**config.mk**
```make
export PLATFORM = sky130hd
export DESIGN_NAME = mouse_packet_cursor_tracker_unit
export DESIGN_NICKNAME = d
export VERILOG_FILES = /design/src/hw/rtl/mpct_pkg.sv /design/src/hw/rtl/mpct_pkt_asm.sv /design/src/hw/rtl/mpct_cursor.sv /design/src/hw/rtl/mouse_packet_cursor_tracker_unit.sv
export VERILOG_INCLUDE_DIRS = /design/src /design/src/hw/rtl
export SDC_FILE = /design/constraint.sdc
export NUM_CORES = 1
export LEC_CHECK = 0
export BUFFER_PORTS_ARGS = -buffer_cell sky130_fd_sc_hd__buf_2
export CAP_MARGIN = 0
export CORE_ASPECT_RATIO = 1.25
export CORE_MARGIN = 8
export CORE_UTILIZATION = 35
export DETAILED_ROUTE_END_ITERATION = 6
export PLACE_DENSITY = 0.61
export RECOVER_POWER = 100
export SLEW_MARGIN = 10
export SYNTH_ARGS = -nofsm -noshare
export SYNTH_HDL_FRONTEND = slang
export SYNTH_SLANG_ARGS = --single-unit
```
**constraint.sdc**
```tcl
create_clock -name clk -period 12.1 [get_ports clk]
set_input_delay 1.815 -clock clk [delete_from_list [all_inputs] [get_ports clk]]
set_output_delay 1.815 -clock clk [all_outputs]
set_load 0.02 [all_outputs]
```
**src/hw/rtl/mouse_packet_cursor_tracker_unit_defines.svh**
```systemverilog
// Assertion macros for the mouse packet cursor tracker.
`ifndef MOUSE_PACKET_CURSOR_TRACKER_UNIT_DEFINES_SVH
`define MOUSE_PACKET_CURSOR_TRACKER_UNIT_DEFINES_SVH

`ifndef SYNTHESIS
// Same-cycle implication, checked on every rising clock edge outside reset.
`define MPCT_ASSERT_IMPL(label, ante, cons) \
    label: assert property (@(posedge clk) disable iff (!rst_n) (ante) |-> (cons)) \
        else $error("mpct check failed: label");
// Next-cycle implication, checked on every rising clock edge outside reset.
`define MPCT_ASSERT_NEXT(label, ante, cons) \
    label: assert property (@(posedge clk) disable iff (!rst_n) (ante) |=> (cons)) \
        else $error("mpct check failed: label");
`else
`define MPCT_ASSERT_IMPL(label, ante, cons)
`define MPCT_ASSERT_NEXT(label, ante, cons)
`endif

`endif

```
**src/hw/rtl/mpct_pkg.sv**
```systemverilog
// Shared types and constants for the mouse packet cursor tracker.
`default_nettype none

package mpct_pkg;

    // Default coordinate width of the cursor position
    localparam int COORD_BITS_DEF = 12;

    // Width of the screen size registers
    localparam int SIZE_BITS = 13;

    // Reset values of the cursor and screen size
    localparam int RESET_X      = 5;
    localparam int RESET_Y      = 2;
    localparam int RESET_WIDTH  = 1024;
    localparam int RESET_HEIGHT = 768;

    // Configuration register indexes
    localparam logic CFG_SCREEN_WIDTH  = 1'b0;
    localparam logic CFG_SCREEN_HEIGHT = 1'b1;

    // Status byte bit positions
    localparam int BIT_LEFT   = 0;
    localparam int BIT_RIGHT  = 1;
    localparam int BIT_MIDDLE = 2;
    localparam int BIT_XOVF   = 6;
    localparam int BIT_YOVF   = 7;

    // Byte position within a three-byte packet
    typedef enum logic [1:0] {
        PH_STATUS = 2'd0,
        PH_XMOVE  = 2'd1,
        PH_YMOVE  = 2'd2
    } byte_phase_t;

    // One assembled packet
    typedef struct packed {
        logic [7:0] status;
        logic [7:0] x_move;
        logic [7:0] y_move;
    } packet_t;

endpackage

`default_nettype wire

```
**src/hw/rtl/mpct_pkt_asm.sv**
```systemverilog
// Byte counter that gathers mouse bytes into three-byte packets.
`default_nettype none

module mpct_pkt_asm
    import mpct_pkg::*;
(
    input  wire logic       clk,
    input  wire logic       rst_n,
    input  wire logic       byte_valid,
    output logic            byte_ready,
    input  wire logic [7:0] data_byte,
    output logic            pkt_valid,
    input  wire logic       pkt_ready,
    output packet_t         pkt
);

    byte_phase_t phase_reg;
    byte_phase_t phase_next;
    logic        byte_take;
    logic        status_we;
    logic        xmove_we;
    logic        pkt_load;
    logic [7:0]  status_reg;
    logic [7:0]  x_move_reg;
    packet_t     pkt_reg;
    logic        pkt_valid_reg;
    logic        pkt_valid_next;

    // Stall the byte stream only while a finished packet cannot move on
    assign byte_ready = !pkt_valid_reg || pkt_ready;
    assign byte_take  = byte_valid && byte_ready;

    // Advance the byte position on every accepted item
    always_comb
    begin
        phase_next = phase_reg;
        if (byte_take)
        begin
            case (phase_reg)
                PH_XMOVE: phase_next = PH_YMOVE;
                PH_YMOVE: phase_next = PH_STATUS;
                default:  phase_next = PH_XMOVE;
            endcase
        end
    end

    // Decode which latch the accepted byte goes to
    always_comb
    begin
        status_we = 1'b0;
        xmove_we  = 1'b0;
        pkt_load  = 1'b0;
        case (phase_reg)
            PH_XMOVE: xmove_we  = byte_take;
            PH_YMOVE: pkt_load  = byte_take;
            default:  status_we = byte_take;
        endcase
    end

    assign pkt_valid_next = pkt_load || (pkt_valid_reg && !pkt_ready);

    // Control state
    always_ff @(posedge clk or negedge rst_n)
    begin
        if (!rst_n)
        begin
            phase_reg     <= PH_STATUS;
            pkt_valid_reg <= 1'b0;
        end
        else
        begin
            phase_reg     <= phase_next;
            pkt_valid_reg <= pkt_valid_next;
        end
    end

    // Hold the status and X bytes, then load the complete packet
    always_ff @(posedge clk)
    begin
        if (status_we)
        begin
            status_reg <= data_byte;
        end
        if (xmove_we)
        begin
            x_move_reg <= data_byte;
        end
        if (pkt_load)
        begin
            pkt_reg.status <= status_reg;
            pkt_reg.x_move <= x_move_reg;
            pkt_reg.y_move <= data_byte;
        end
    end

    assign pkt_valid = pkt_valid_reg;
    assign pkt       = pkt_reg;

endmodule

`default_nettype wire

```
**src/hw/rtl/mpct_cursor.sv**
```systemverilog
// Cursor position update, clamp and result register.
`default_nettype none

module mpct_cursor
    import mpct_pkg::*;
#(
    parameter int COORD_BITS = COORD_BITS_DEF,
    parameter int OUT_W      = ((2 * COORD_BITS + 5 + 7) / 8) * 8
)
(
    input  wire logic                 clk,
    input  wire logic                 rst_n,
    input  wire logic [SIZE_BITS-1:0] screen_width,
    input  wire logic [SIZE_BITS-1:0] screen_height,
    input  wire logic                 pkt_valid,
    output logic                      pkt_ready,
    input  wire packet_t              pkt,
    output logic                      out_valid,
    input  wire logic                 out_ready,
    output logic [OUT_W-1:0]          out_data
);

    // Signed sum width: coordinate plus sign plus one carry bit
    localparam int CW      = COORD_BITS + 2;
    localparam int SW      = (COORD_BITS + 1 > SIZE_BITS) ? COORD_BITS + 1 : SIZE_BITS;
    localparam int PAY_W   = 2 * COORD_BITS + 5;

    logic [COORD_BITS-1:0] pos_x_reg;
    logic [COORD_BITS-1:0] pos_y_reg;
    logic [COORD_BITS-1:0] pos_x_next;
    logic [COORD_BITS-1:0] pos_y_next;
    logic signed [CW-1:0]  sum_x;
    logic signed [CW-1:0]  sum_y;
    logic                  take;
    logic                  out_valid_reg;
    logic [OUT_W-1:0]      out_data_reg;
    logic [PAY_W-1:0]      payload;

    // Largest legal coordinate for a screen size
    function automatic logic [COORD_BITS-1:0] top_coord(input logic [SIZE_BITS-1:0] size);
        logic [SW-1:0] size_ext;
        logic [SW-1:0] limit;
        logic [SW-1:0] dec;
        size_ext = SW'(size);
        limit    = SW'(1) << COORD_BITS;
        dec      = size_ext - SW'(1);
        if (size == '0)
        begin
            top_coord = '0;
        end
        else if (size_ext > limit)
        begin
            top_coord = '1;
        end
        else
        begin
            top_coord = dec[COORD_BITS-1:0];
        end
    endfunction

    // Clamp a signed position into 0 .. top
    function automatic logic [COORD_BITS-1:0] clamp_axis(input logic [CW-1:0] p,
                                                         input logic [COORD_BITS-1:0] top);
        if (p[CW-1])
        begin
            clamp_axis = '0;
        end
        else if (p[CW-2:0] > {1'b0, top})
        begin
            clamp_axis = top;
        end
        else
        begin
            clamp_axis = p[COORD_BITS-1:0];
        end
    endfunction

    // Take a packet when the result register is free or being drained
    assign pkt_ready = !out_valid_reg || out_ready;
    assign take      = pkt_valid && pkt_ready;

    // Move right by X, up by Y (screen Y grows downward)
    assign sum_x = $signed({2'b00, pos_x_reg}) + $signed({{(CW-8){pkt.x_move[7]}}, pkt.x_move});
    assign sum_y = $signed({2'b00, pos_y_reg}) - $signed({{(CW-8){pkt.y_move[7]}}, pkt.y_move});

    assign pos_x_next = clamp_axis(sum_x, top_coord(screen_width));
    assign pos_y_next = clamp_axis(sum_y, top_coord(screen_height));

    assign payload = {pkt.status[BIT_YOVF], pkt.status[BIT_XOVF], pkt.status[BIT_MIDDLE],
                      pkt.status[BIT_RIGHT], pkt.status[BIT_LEFT], pos_y_next, pos_x_next};

    // Control and cursor state
    always_ff @(posedge clk or negedge rst_n)
    begin
        if (!rst_n)
        begin
            pos_x_reg     <= COORD_BITS'(RESET_X);
            pos_y_reg     <= COORD_BITS'(RESET_Y);
            out_valid_reg <= 1'b0;
        end
        else
        begin
            if (take)
            begin
                pos_x_reg <= pos_x_next;
                pos_y_reg <= pos_y_next;
            end
            out_valid_reg <= take || (out_valid_reg && !out_ready);
        end
    end

    // Result register
    always_ff @(posedge clk)
    begin
        if (take)
        begin
            out_data_reg <= OUT_W'(payload);
        end
    end

    assign out_valid = out_valid_reg;
    assign out_data  = out_data_reg;

endmodule

`default_nettype wire

```
**src/hw/rtl/mouse_packet_cursor_tracker_unit.sv**
```systemverilog
// Mouse packet cursor tracker: top level.
//
// Input stream s_*: one mouse byte per item in s_tdata[7:0]. Bytes count in
// threes: status, X movement, Y movement (both movements signed 8-bit).
// Output stream m_*: one item per complete packet with the cursor position, X grown by
// the X movement and Y shrunk by the Y movement, each clamped to 0 .. screen size - 1
// (size 0 as 1, at most 2^COORD_BITS - 1), plus status byte button and overflow bits.
// Config port: cfg_we writes cfg_data into register cfg_index
// (0 = screen width, 1 = screen height); write only while the block is idle.
// Throughput: one byte per cycle, back to back, while s_tready is high. A result
// goes from the packet register through the cursor adder and clamp into the
// result register, which drives m_tvalid.
// Reset: cursor at (5, 2), screen 1024 x 768, next byte is a status byte.
// Stall: a held result keeps its data; the packet register still takes a
// packet behind it, and s_tready drops for any byte while both the packet
// register and the result register are full and m_tready is low.
`default_nettype none

module mouse_packet_cursor_tracker_unit
    import mpct_pkg::*;
#(
    parameter int COORD_BITS = COORD_BITS_DEF,
    parameter int OUT_W      = ((2 * COORD_BITS + 5 + 7) / 8) * 8
)
(
    input  wire logic                 clk,
    input  wire logic                 rst_n,
    input  wire logic                 s_tvalid,
    output logic                      s_tready,
    input  wire logic [7:0]           s_tdata,   // [7:0] data_byte
    output logic                      m_tvalid,
    input  wire logic                 m_tready,
    output logic [OUT_W-1:0]          m_tdata,   // cursor_x, cursor_y, left_pressed,
                                                 // right_pressed, middle_pressed,
                                                 // x_overflowed, y_overflowed, zero fill
    input  wire logic                 cfg_we,
    input  wire logic                 cfg_index,
    input  wire logic [SIZE_BITS-1:0] cfg_data
);

`include "mouse_packet_cursor_tracker_unit_defines.svh"

    logic [SIZE_BITS-1:0] screen_width_reg;
    logic [SIZE_BITS-1:0] screen_height_reg;
    logic                 pkt_valid;
    logic                 pkt_ready;
    packet_t              pkt;

    // Screen size registers
    always_ff @(posedge clk or negedge rst_n)
    begin
        if (!rst_n)
        begin
            screen_width_reg  <= SIZE_BITS'(RESET_WIDTH);
            screen_height_reg <= SIZE_BITS'(RESET_HEIGHT);
        end
        else if (cfg_we)
        begin
            case (cfg_index)
                CFG_SCREEN_WIDTH:  screen_width_reg  <= cfg_data;
                CFG_SCREEN_HEIGHT: screen_height_reg <= cfg_data;
                default:           screen_width_reg  <= screen_width_reg;
            endcase
        end
    end

    // Gather bytes into packets
    mpct_pkt_asm u_pkt_asm (
        .clk        (clk),
        .rst_n      (rst_n),
        .byte_valid (s_tvalid),
        .byte_ready (s_tready),
        .data_byte  (s_tdata),
        .pkt_valid  (pkt_valid),
        .pkt_ready  (pkt_ready),
        .pkt        (pkt)
    );

    // Update and clamp the cursor, register the result
    mpct_cursor #(
        .COORD_BITS (COORD_BITS),
        .OUT_W      (OUT_W)
    ) u_cursor (
        .clk           (clk),
        .rst_n         (rst_n),
        .screen_width  (screen_width_reg),
        .screen_height (screen_height_reg),
        .pkt_valid     (pkt_valid),
        .pkt_ready     (pkt_ready),
        .pkt           (pkt),
        .out_valid     (m_tvalid),
        .out_ready     (m_tready),
        .out_data      (m_tdata)
    );

    // Input stalls only behind a full packet register
    `MPCT_ASSERT_IMPL(a_stall_only_when_full, !s_tready, pkt_valid && !pkt_ready)
    // A packet handed to the cursor stage shows up as a result next cycle
    `MPCT_ASSERT_NEXT(a_pkt_to_result, pkt_valid && pkt_ready, m_tvalid)
    // A result appears only after a packet was handed over
    `MPCT_ASSERT_IMPL(a_result_has_source, $rose(m_tvalid), $past(pkt_valid && pkt_ready))

endmodule

`default_nettype wire

```
Word-level counts from Yosys, hierarchy flattened
Index checks and enable logic that the tools add are counted.
{ "totals": {"regBits": 123, "latchBits": 0, "ram_bits": 0, "romBits": 0, "output_inout_bits": 34, "mem_count": 0} }
{ "op_classes": {"n_addsub": 4, "multipliers": 0, "n_div": 0, "magnitude_cmp": 4, "eq_ne": 2, "shift": 0, "muxes": 12, "bitwise": 1, "reduce_logical": 17} }
{ "op_table": {"columns": ["cell", "count"], "rows": [
  ["$mux 12", 8],
  ["$gt 13x12->1", 2],
  ["$gt 13x13->1 const B", 2],
  ["$logic_not 13->1", 2],
  ["$sub 12x1->12 const B", 2],
  ["$add 13x8->14", 1],
  ["$sub 13x8->14", 1],
  ["$logic_and 1x1->1", 4],
  ["$logic_not 1->1", 4],
  ["$logic_or 1x1->1", 4],
  ["$pmux 2 s2", 1],
  ["$reduce_and 2->1", 2],
  ["$mux 1", 3],
  ["$eq 2x1->1 const B", 1],
  ["$eq 2x2->1 const B", 1],
  ["$reduce_or 2->1", 1],
  ["$not 1->1", 1]
]} }

Longest topological paths before layout
Gate-level depths: netlist of run 1.
{ "logic_depth": {"word_depth": 6, "depth_mapped": 20} }

Cells and area by module
From an unflattened synthesis of run 1, not the netlist that was laid out.
{ "unflattened": {"cells_unflattened": 697, "area_unflattened_um2": 7429.6} }
{ "modules_own_cells": {"columns": ["module", "instances", "cells_each", "area_per_inst_um2", "seq_area_each_um2"], "rows": [
  ["mpct_cursor", 1, 585, 5024.8, 1500.2],
  ["mpct_pkt_asm", 1, 56, 1377.6, 1276.2],
  ["mouse_packet_cursor_tracker_unit", 1, 56, 1027.2, 654.4]
]} }

Worst setup path after synthesis of run 1
OpenSTA, ideal clock, no wires.
{ "synth_timing": {"kind": "reg2reg", "startpoint": "register screen_height_reg[4]", "endpoint": "register u_cursor.out_data_reg[13] (netlist: u_cursor.out_data[13]), data pin", "setup_time_ns": 0.140, "t_arrival_ns": 3.878, "path_slack_ns": 8.083, "path_stages_with_launch": 17, "period_less_slack_ns": 4.017, "cell_sequence": "dfrtp_1 > or4_4 > or3_4 > or3_1 > o21ai_2 > o21ai_0 > inv_1 > ha_1 > o21ai_0 > a21oi_1 > o31a_1 > o21ai_0 > nand2_1 > mux2i_1 > buf_2 > mux2_2 > nor2_1"} }
{ "synth_via": {"elab_chain_cells": 6, "elab_cells_between_ends": 8} }
{ "synth_rtl": {"columns": ["item", "line", "source"], "rows": [
  ["from (decl)", "mouse_packet_cursor_tracker_unit.sv:44", "logic [SIZE_BITS-1:0] screen_height_reg;"],
  ["from (signal assigned)", "mouse_packet_cursor_tracker_unit.sv:55", "screen_height_reg <= SIZE_BITS'(RESET_HEIGHT);"],
  ["from (signal assigned)", "mouse_packet_cursor_tracker_unit.sv:61", "CFG_SCREEN_HEIGHT: screen_height_reg <= cfg_data;"],
  ["$sub 12x1->12 / $gt 13x13->1 (equally long branches)", "mpct_cursor.sv:46, mpct_cursor.sv:51", null],
  ["$mux 12", "mpct_cursor.sv:51", "else if (size_ext > limit)"],
  ["$mux 12 (*)", "mpct_cursor.sv:47", "if (size == '0)"],
  ["$gt 13x12->1", "mpct_cursor.sv:68", "else if (p[CW-2:0] > {1'b0, top})"],
  ["$mux 12 (*)", "mpct_cursor.sv:68", null],
  ["$mux 12 (*)", "mpct_cursor.sv:64", "if (p[CW-1])"],
  ["net u_cursor.pos_y_next[1]", "mpct_cursor.sv:31", "logic [COORD_BITS-1:0] pos_y_next;"],
  ["to (signal assigned)", "mpct_cursor.sv:117", "out_data_reg <= OUT_W'(payload);"],
  ["to (decl)", "mpct_cursor.sv:36", "logic [OUT_W-1:0] out_data_reg;"]
]} }
The timed path passes the listed nets; every way through them passes the cells marked *.
A chain may end at the register's enable or synchronous reset.

Final worst setup path of run 1
{ "layout_timing": {"startpoint": "register screen_width_reg[2]", "endpoint": "register u_cursor.out_data_reg[10] (netlist: u_cursor.out_data[10]), data pin"} }
{ "layout_via": {"elab_chain_cells": 6, "elab_cells_between_ends": 8} }
{ "layout_rtl": {"columns": ["item", "line", "source"], "rows": [
  ["from (decl)", "mouse_packet_cursor_tracker_unit.sv:43", "logic [SIZE_BITS-1:0] screen_width_reg;"],
  ["from (signal assigned)", "mouse_packet_cursor_tracker_unit.sv:54", "screen_width_reg <= SIZE_BITS'(RESET_WIDTH);"],
  ["from (signal assigned)", "mouse_packet_cursor_tracker_unit.sv:60", "CFG_SCREEN_WIDTH: screen_width_reg <= cfg_data;"],
  ["from (signal assigned)", "mouse_packet_cursor_tracker_unit.sv:62", "default: screen_width_reg <= screen_width_reg;"],
  ["$sub 12x1->12 / $gt 13x13->1 (equally long branches)", "mpct_cursor.sv:46, mpct_cursor.sv:51", null],
  ["$mux 12", "mpct_cursor.sv:51", null],
  ["$mux 12 (*)", "mpct_cursor.sv:47", null],
  ["$gt 13x12->1", "mpct_cursor.sv:68", null],
  ["$mux 12 (*)", "mpct_cursor.sv:68", null],
  ["$mux 12 (*)", "mpct_cursor.sv:64", null],
  ["net u_cursor.pos_x_next[10]", "mpct_cursor.sv:30", "logic [COORD_BITS-1:0] pos_x_next;"]
]} }
Marked as above.

==> impl_results.md, run 1 <==
* Outcome: complete, but fails checks
* Failing checks: max-capacitance violations, max-slew violations
* Synth area leaders: edfxtp_1 28%, dfrtp_1 18%, ha_1 10%
* Data required time at the worst endpoint at 12.38 ns
* Largest family of logic cells by synthesized area: simple AND/OR/NAND/NOR gates
* 1st-iter DRT viols at 296
* Crit. End Element: flop
* Rel. slew slack at -114%
* Commonest cells in the netlist: 63 x edfxtp_1, 60 x nor2_1, 58 x nand2_1
* EDFF count, synth at 63
* Hpwl dp at 12,100 µm
* Leak pwr at 3.25 nW
* Switch share at approximately 41%
* Die ar. at 24,400 µm²
* Sequential cell area at 3250 µm²
* Hold WC Path Type: reg2reg
* Mux share of post-synthesis cell area at 6.57%
* Final setup viols at 0
* Fillers at between 1,500 and 2,000
* Kind of critical path: reg2reg
* WP buf/inv at 0
* Via count at 5,041
* Vias in the first global route at 5,109
* Final worst-path cycle share at 48.4%
* Initial antenna violation count at 0
* Slowest cell on crit path: nor4_1
* CTS tree: done
* Core Util, Final at 40.8%
* Layout cells sized above 1 at 12.3%
* Vias per cell at 5.05
* Starting Density at 35.5%
* Die X at 141 µm
* Max-slew violation count at 108
* Core area at roughly 19,000 µm²
* First-pass GRT wire length at between 20,000 and 30,000 µm
* Pre-antenna DRT Iters at 5
* Startpoint Class: flop
* IO buf count at 57
* Hold WS at 0.415 ns
* Mean Syn Cell Area at around 10 µm²
* Multi-input logic area at 3320 µm²
* Power Dens Cells at around 260 nW/µm²
* Compound-Gate Fraction of Synth Area at roughly an eighth
* Peak Freq at 171 MHz
* Hold Violations, Final at 0
* Mapped cell area at 6860 µm²
* Synth unique cells at 68
* Clock power share at 23.1%
* Worst vdd ir at approximately 0.00010 V
* Post-synthesis adder-cell area fraction at 10.8%
* Mapped Cells at 657
* Layout area overhead at 14.9%
* Worst-path clk slew at around 0.06 ns
* WL per Instance at roughly 16 µm
* Tot GR Track Use at 13.9%
* Drt total wl at 16,200 µm
* Slew @ Worst Pin at between 3 and 4 ns
* Num Clock Sinks at 117
* FP Rows at 57
* P_sw at 0.837 mW
* Number of synthesis warnings at 0
* Max Buffers Root-to-Sink at 2
* Int Power at 1.20 mW
* I/O pins at 61
* Post-Synth Simple-Gate Area at 14.0%
* Power share of the combinational group at 46.7%
* Diodes inserted at 0
* Resized cells post-CTS at 0
* Yosys top cell area share at 27.6%
* Sum of negative setup slack at 0 ns
* Hold Buf Count CTS at 0
* Postcts setup bufs at 0
* Height of the die at roughly 170 µm
* CTS HTree Levels at 4
* Routability-driven placement congestion ratio at 0.875
* Post-synthesis sequential area ratio at 47.4%
* CTS root buffer: clkbuf_16
* Placed Cells at 966
* Main flop type after synthesis: edfxtp_1
* Sequential group share of total power at 30.2%
* CP max FO at 15
* Total Power at 2.04 mW
* Clock Latency Late Sink at around 0.43 ns
* Number of flip-flops under the largest register name at 29
* Tmin final at 5.86 ns
* CP top delay family: simple AND/OR/NAND/NOR gates
* Post-synth ARST share at 46.2%
* # DRC at 0
* Final net count at 805
* Clk_skew at 0.0108 ns
* CTS Buf Count at 17
* CP peak stage delay at 1.36 ns
* Post-synthesis register bit count at 117
* Cell breakdown of the critical path: or4_1 > nor4_2 > and2_0 > nand2_1 > a21oi_1 > ha_1 > and4_1 > a221o_1 > a31o_2 > nor4_1 > nor2_1 > mux2_1 > nor2_1
* Dominant cell type by area after synthesis: edfxtp_1
* Most frequent CP cell: nor2_1
* Non-filler cells, final at 998
* Maxcap violations at 3
* Most numerous cell in the Yosys netlist: edfxtp_1
* RSZ-0062 raised after global routing: no
* Final ANT Viol Nets at 0
* Post-Synth XOR/XNOR Area at 4.21%
* GRT overflow at 0
* Pin count of the biggest net entering global routing at 55
* Crit path DAT at 6.14 ns
-- worst paths after layout --
kind	startpoint	end	slack, ns	cells past startpoint
setup / recovery	screen_width_reg[2]	u_cursor.out_data[10]	6.24	13
hold / removal	u_pkt_asm.x_move_reg[1]	u_pkt_asm.pkt[9]	0.41	0
setup reg to reg	screen_width_reg[2]	u_cursor.out_data[10]	6.24	13
hold reg to reg	u_pkt_asm.x_move_reg[1]	u_pkt_asm.pkt[9]	0.41	0
max in group asynchronous	rst_n	u_cursor.pos_y_reg[7]	7.71	2
min in group asynchronous	rst_n	u_cursor.pos_x_reg[9]	2.54	2
-- layout by cell type, fill, tap and decap left out, types with 7 or more instances in the layout --
cell       netlist  layout
a21oi_1         28      28
buf_2            3      17
clkbuf_1        13      46
clkbuf_16        0      17
dfrtp_1         48      48
edfxtp_1        63      63
ha_1            56      56
inv_1           44      44
mux2_2          28      24
mux2i_1         12      12
nand2_1         58      58
nand2b_1         8       8
nand3_1         16      16
nor2_1          60      60
nor2b_1          7       7
nor3_1          16      16
o21a_1           7       7
o21ai_0         47      48
o22ai_1          7       7
o31a_1          10      10
xnor2_1         25      25
xor2_1           8       8
-- stage by stage --
step	instance area [µm²]	worst slack, ns
after detailed placement	7440	7.40
after floorplan	6870	8.08
after CTS	7980	7.38
after global placement	7440	7.48
final	7880	6.24
after global routing	7880	5.67
-- cells by family (layout without fill, tap and decap cells) --
group	after synthesis	count (layout)
buf+inv	66	140
flops	117	117
simple gates	199	199
xor+xnor	33	33
compound gates	142	142
other cells	1	3
fa+ha+maj	58	58
mux	41	41
-- worst register-to-register path, cell delays in order (launching register included) --
cell,delay (ns)
dfrtp_1,0.43
or4_1,0.66
nor4_2,0.26
and2_0,0.43
nand2_1,0.16
a21oi_1,0.26
ha_1,0.29
and4_1,0.22
a221o_1,0.37
a31o_2,0.25
nor4_1,1.36
nor2_1,0.44
mux2_1,0.49
nor2_1,0.10
-- power by group through the flow --
stage / logic [mW] / registers, mW / clock network [mW]
floorplan: 0.718 / 0.626 / 0
global placement: 0.962 / 0.618 / 0
detailed placement: 0.969 / 0.621 / 0
CTS: 0.977 / 0.615 / 0.479
global route: 1.08 / 0.628 / 0.500
finish: 0.950 / 0.615 / 0.471
-- metal layers --
| layer | track usage, % | part of all wire, % | vias to the layer above |
|---|---|---|---|
| li1 | - | - | 2492 |
| met1 | 15.8 | 42 | 2427 |
| met2 | 24.2 | 51 | 101 |
| met3 | 3.78 | 4.5 | 21 |
| met4 | 5.48 | 2.0 | 0 |
| met5 | 0 | 0 | - |
-- area by class of cell --
| cell class | count | area share [%] |
|---|---|---|
| repair buffers | 63 | 3.27 |
| flip-flops and latches | 117 | 41.3 |
| clock buffers | 17 | 5.40 |
| clock inverters | 15 | 1.56 |
| inverters | 45 | 2.14 |
| multi-input cells | 476 | 42.2 |
| well taps | 265 | 4.21 |
Note: power is estimated with default switching activity, not from simulation.
==> run 2, diff against run 1 <==
ABC_AREA = 1   (was unset)
PLACE_DENSITY = 0.62   (was 0.61)
clock period = 4.8 ns   (was 12.1 ns; I/O delays follow)
==> run 2 against run 1 <==
  * Cell count increased by 22%
  * The run still ends with max-capacitance violations, max-slew violations left
  * Flip-flop and latch count stayed put
  * Largest cell class unchanged
  * Non-clock buffer count is 2 lower
  * Die area is 5.4% higher
  * Sequential power grew to 2.5 times the previous value
  * Worst setup slack worse by 5.4 ns
  * Register-to-register slack worse by 5.4 ns
==> impl_results.md, run 2 <==
* Layout area overhead at 14.2%
* Power share of the combinational group at 50.1% (+3.4 points)
* Mapped cell area at 7270 µm² (+6.0%)
* FP Rows at 59 (+3.5%)
* Sum of negative setup slack at 0 ns (unchanged)
* Post-synthesis register bit count at 117 (unchanged)
* Tmin final at 3.96 ns (-1.90 ns)
* Most common cell after layout, fill and taps aside: nand2_1
* Yosys top cell area share at 26.0% (-1.6 points)
* Postcts setup bufs at 0 (unchanged)
* Sequential group share of total power at 27.7% (-2.5 points)
* Vias in the first global route at 5,699 (+12%)
* Data required time at the worst endpoint at 5.07 ns (-7.31 ns)
* Resized cells post-CTS at 0 (unchanged)
* Number of flip-flops under the largest register name at 29 (unchanged)
* Power Dens Cells at 669 nW/µm² (+160%)
* # DRC at 0 (unchanged)
* Clock Latency Late Sink at 0.42 ns (about the same)
* Rel. slew slack at -105% (+8.7 points)
* WL per Instance at 14.1 µm (-13%)
* Pre-antenna DRT Iters at 5 (unchanged)
* Worst vdd ir at 0.000316 V (+210%)
* EDFF count, synth at 63 (unchanged)
* Post-synth ARST share at 46.2% (unchanged)
* Hold Buf Count CTS at 0 (unchanged)
* Hold WC Path Type: reg2reg
* Outcome: complete, but fails checks
* Synth unique cells at 44 (-35%)
* Synth area leaders: edfxtp_1 26%, dfrtp_1 17%, nand2_1 12%
* Placed inst area at 7810 µm² (+5.0%)
* 1st-iter DRT viols at 320 (+8.1%)
* Max-slew violation count at 77 (-29%)
* Slew @ Worst Pin at 3.08 ns (-0.130 ns)
* Number of synthesis warnings at 0 (unchanged)
* Kind of critical path: reg2reg
* CTS tree: done
* Commonest cells in the netlist: 237 x nand2_1, 126 x inv_1, 64 x nor2_1
* Crit. End Element: flop
* Mapped Cells at 867 (+32%)
* Maxcap violations at 2 (-1)
* Core area at 20,600 µm² (+6.6%)
* Layout cells sized above 1 at 9.36% (-2.9 points)
* Leak pwr at 4.04 nW (+24%)
* CTS Buf Count at 17 (unchanged)
* Max Buffers Root-to-Sink at 2 (unchanged)
* RSZ-0062 raised after global routing: no
* Final worst-path cycle share at 82.5% (+34 points)
* Vias per cell at 4.72 (-6.6%)
* Peak Freq at 253 MHz (+48%)
* Cell breakdown of the critical path: ha_1 > inv_1 > fa_1 > nor2_1 > nor2_1 > o21ai_0 > xnor2_1 > inv_1 > ha_1 > nand2_1 > inv_1 > nor2_1 > o21a_1 > nand2_1 > nand2_1 > nand2_1 > nand2_1 > nand2_1 > nand2_1 > nand2_1 > nand2_1 > nand2_1 > nor2_1
* Most frequent CP cell: nand2_1
* Die X at 145 µm (+2.6%)
* Final net count at 1,012 (+26%)
* Failing checks: max-capacitance violations, max-slew violations
* Crit path DAT at 4.23 ns (-1.91 ns)
* Mean Syn Cell Area at 8.39 µm² (-20%)
* GRT overflow at 0 (unchanged)
* Fillers at 2,053 (+5.9%)
* Int Power at 3.03 mW (+150%)
* IO buf count at 57 (unchanged)
* Clk_skew at 0.00786 ns (-0.00296 ns)
* Num Clock Sinks at 117 (unchanged)
* Initial antenna violation count at 0 (unchanged)
* I/O pins at 61 (unchanged)
* Most numerous cell in the Yosys netlist: nand2_1
* Height of the die at 177 µm (+2.7%)
* Main flop type after synthesis: edfxtp_1
* Die ar. at 25,700 µm² (+5.4%)
* Dominant cell type by area after synthesis: edfxtp_1
* Starting Density at 35.3% (-0.19 points)
* Diodes inserted at 0 (unchanged)
* Routability-driven placement congestion ratio at 0.896 (+2.4%)
* Drt total wl at 17,200 µm (+5.6%)
* Post-synthesis sequential area ratio at 44.7% (-2.7 points)
* CTS HTree Levels at 4 (unchanged)
* Startpoint Class: flop
* Worst-path clk slew at 0.06 ns (about the same)
* Hold Violations, Final at 0 (unchanged)
* CP max FO at 13 (-2)
* Hpwl dp at 13,300 µm (+10%)
* Clock power share at 22.2% (-0.9 points)
* Final ANT Viol Nets at 0 (unchanged)
* CP peak stage delay at 0.52 ns (-0.84 ns)
* Switch share at 45.4% (+4.3 points)
* Final Cell Area at 8310 µm² (+5.4%)
* Core Util, Final at 40.3% (-0.43 points)
* Most frequent cells in the layout: 238 x nand2_1, 126 x inv_1, 64 x nor2_1, 63 x edfxtp_1, 56 x ha_1
* Tot GR Track Use at 13.6% (-0.26 points)
* Final setup viols at 0 (unchanged)
* Via count at 5,730 (+14%)
* First-pass GRT wire length at 27,800 µm (+5.1%)
* CTS root buffer: clkbuf_16
* Slowest cell on crit path: dfstp_1
* P_sw at 2.52 mW (+200%)
* Pin count of the biggest net entering global routing at 55 (unchanged)
## run 2: cell types whose count changed in the layout (fill, tap and decap cells not counted), sizes merged, moves of 16 or more
cell / before / now
xor2: 8 / 24
nand2: 58 / 239
nand3: 16 / 56
inv: 50 / 139
xnor2: 25 / 8
mux2: 29 / 0
nand4: 4 / 27
## run 2: layout make-up
| cell class | instances | area, µm² | area share (%) |
|---|---|---|---|
| multi-input combinational | 598 | 3400 | 40.9 |
| inverter | 132 | 495 | 5.96 |
| tap | 274 | 343 | 4.13 |
| timing repair buffer | 61 | 249 | 3.00 |
| clock buffer | 17 | 425 | 5.12 |
| sequential | 117 | 3250 | 39.1 |
| clock inverter | 15 | 146 | 1.76 |
## run 2: power groups by stage
stage | sequential (mW) | combinational, mW | clock, mW
final | 1.54 | 2.78 | 1.23
after global routing | 1.57 | 3.20 | 1.30
after CTS | 1.54 | 2.81 | 1.26
after floorplan | 1.57 | 2.15 | 0
after global placement | 1.55 | 2.76 | 0
after detailed placement | 1.56 | 2.80 | 0
## run 2: logic make-up after synthesis
| family | count (synthesis) | share of synthesized area (%) |
|---|---|---|
| other cells | 1 | 0.0516 |
| flops | 117 | 44.7 |
| fa+ha+maj | 59 | 10.3 |
| buf+inv | 154 | 8.64 |
| simple gates | 405 | 24.2 |
| xor+xnor | 32 | 4.16 |
| compound gates | 99 | 7.93 |
## run 2: layer usage
| metal | GRT usage, % | vias up | part of all wire [%] | wire length (µm) |
|---|---|---|---|---|
| met1 | 15.2 | 2637 | 42 | 7230 |
| met4 | 7.25 | 0 | 3.2 | 556 |
| li1 | - | 2947 | - | - |
| met3 | 2.71 | 38 | 3.3 | 563 |
| met5 | 0 | - | 0 | 0 |
| met2 | 24.3 | 108 | 51 | 8810 |
## run 2: path summary, 6_finish.rpt
| check | startpoint | end | slack [ns] | cells after the start |
|---|---|---|---|---|
| min in group asynchronous | rst_n | screen_width_reg[8] | 1.40 | 2 |
| hold / removal | u_pkt_asm.status_reg[0] | u_pkt_asm.pkt[16] | 0.42 | 0 |
| setup / recovery | u_cursor.pos_x_reg[0] | u_cursor.out_data[8] | 0.84 | 23 |
| setup reg to reg | u_cursor.pos_x_reg[0] | u_cursor.out_data[8] | 0.84 | 23 |
| hold reg to reg | u_pkt_asm.status_reg[0] | u_pkt_asm.pkt[16] | 0.42 | 0 |
| max in group asynchronous | rst_n | u_cursor.pos_x_reg[7] | 1.64 | 2 |
## run 2: critical path: cells and delay by family (launching register included)
family / cells / cell delay (ns)
AND/OR/NAND/NOR: 14 / 1.67
AO/OA/AOI/OAI: 2 / 0.34
XOR/XNOR: 1 / 0.18
adder cells (fa/ha/maj): 3 / 0.90
flip-flops: 1 / 0.52
buffers and inverters: 3 / 0.19
## run 2: per-stage QoR
stage          setup slack (ns)  hold slack [ns]  cells  total power, mW
3_5_place_dp              0.934            0.406   1182             4.36
6_report                  0.841            0.420   1214             5.56
3_3_place_gp               1.05            0.401   1182             4.31
4_1_cts                   0.892            0.419   1214             5.61
2_1_floorplan              1.47            0.400    869             3.72
5_1_grt                   0.438            0.422   1214             6.07
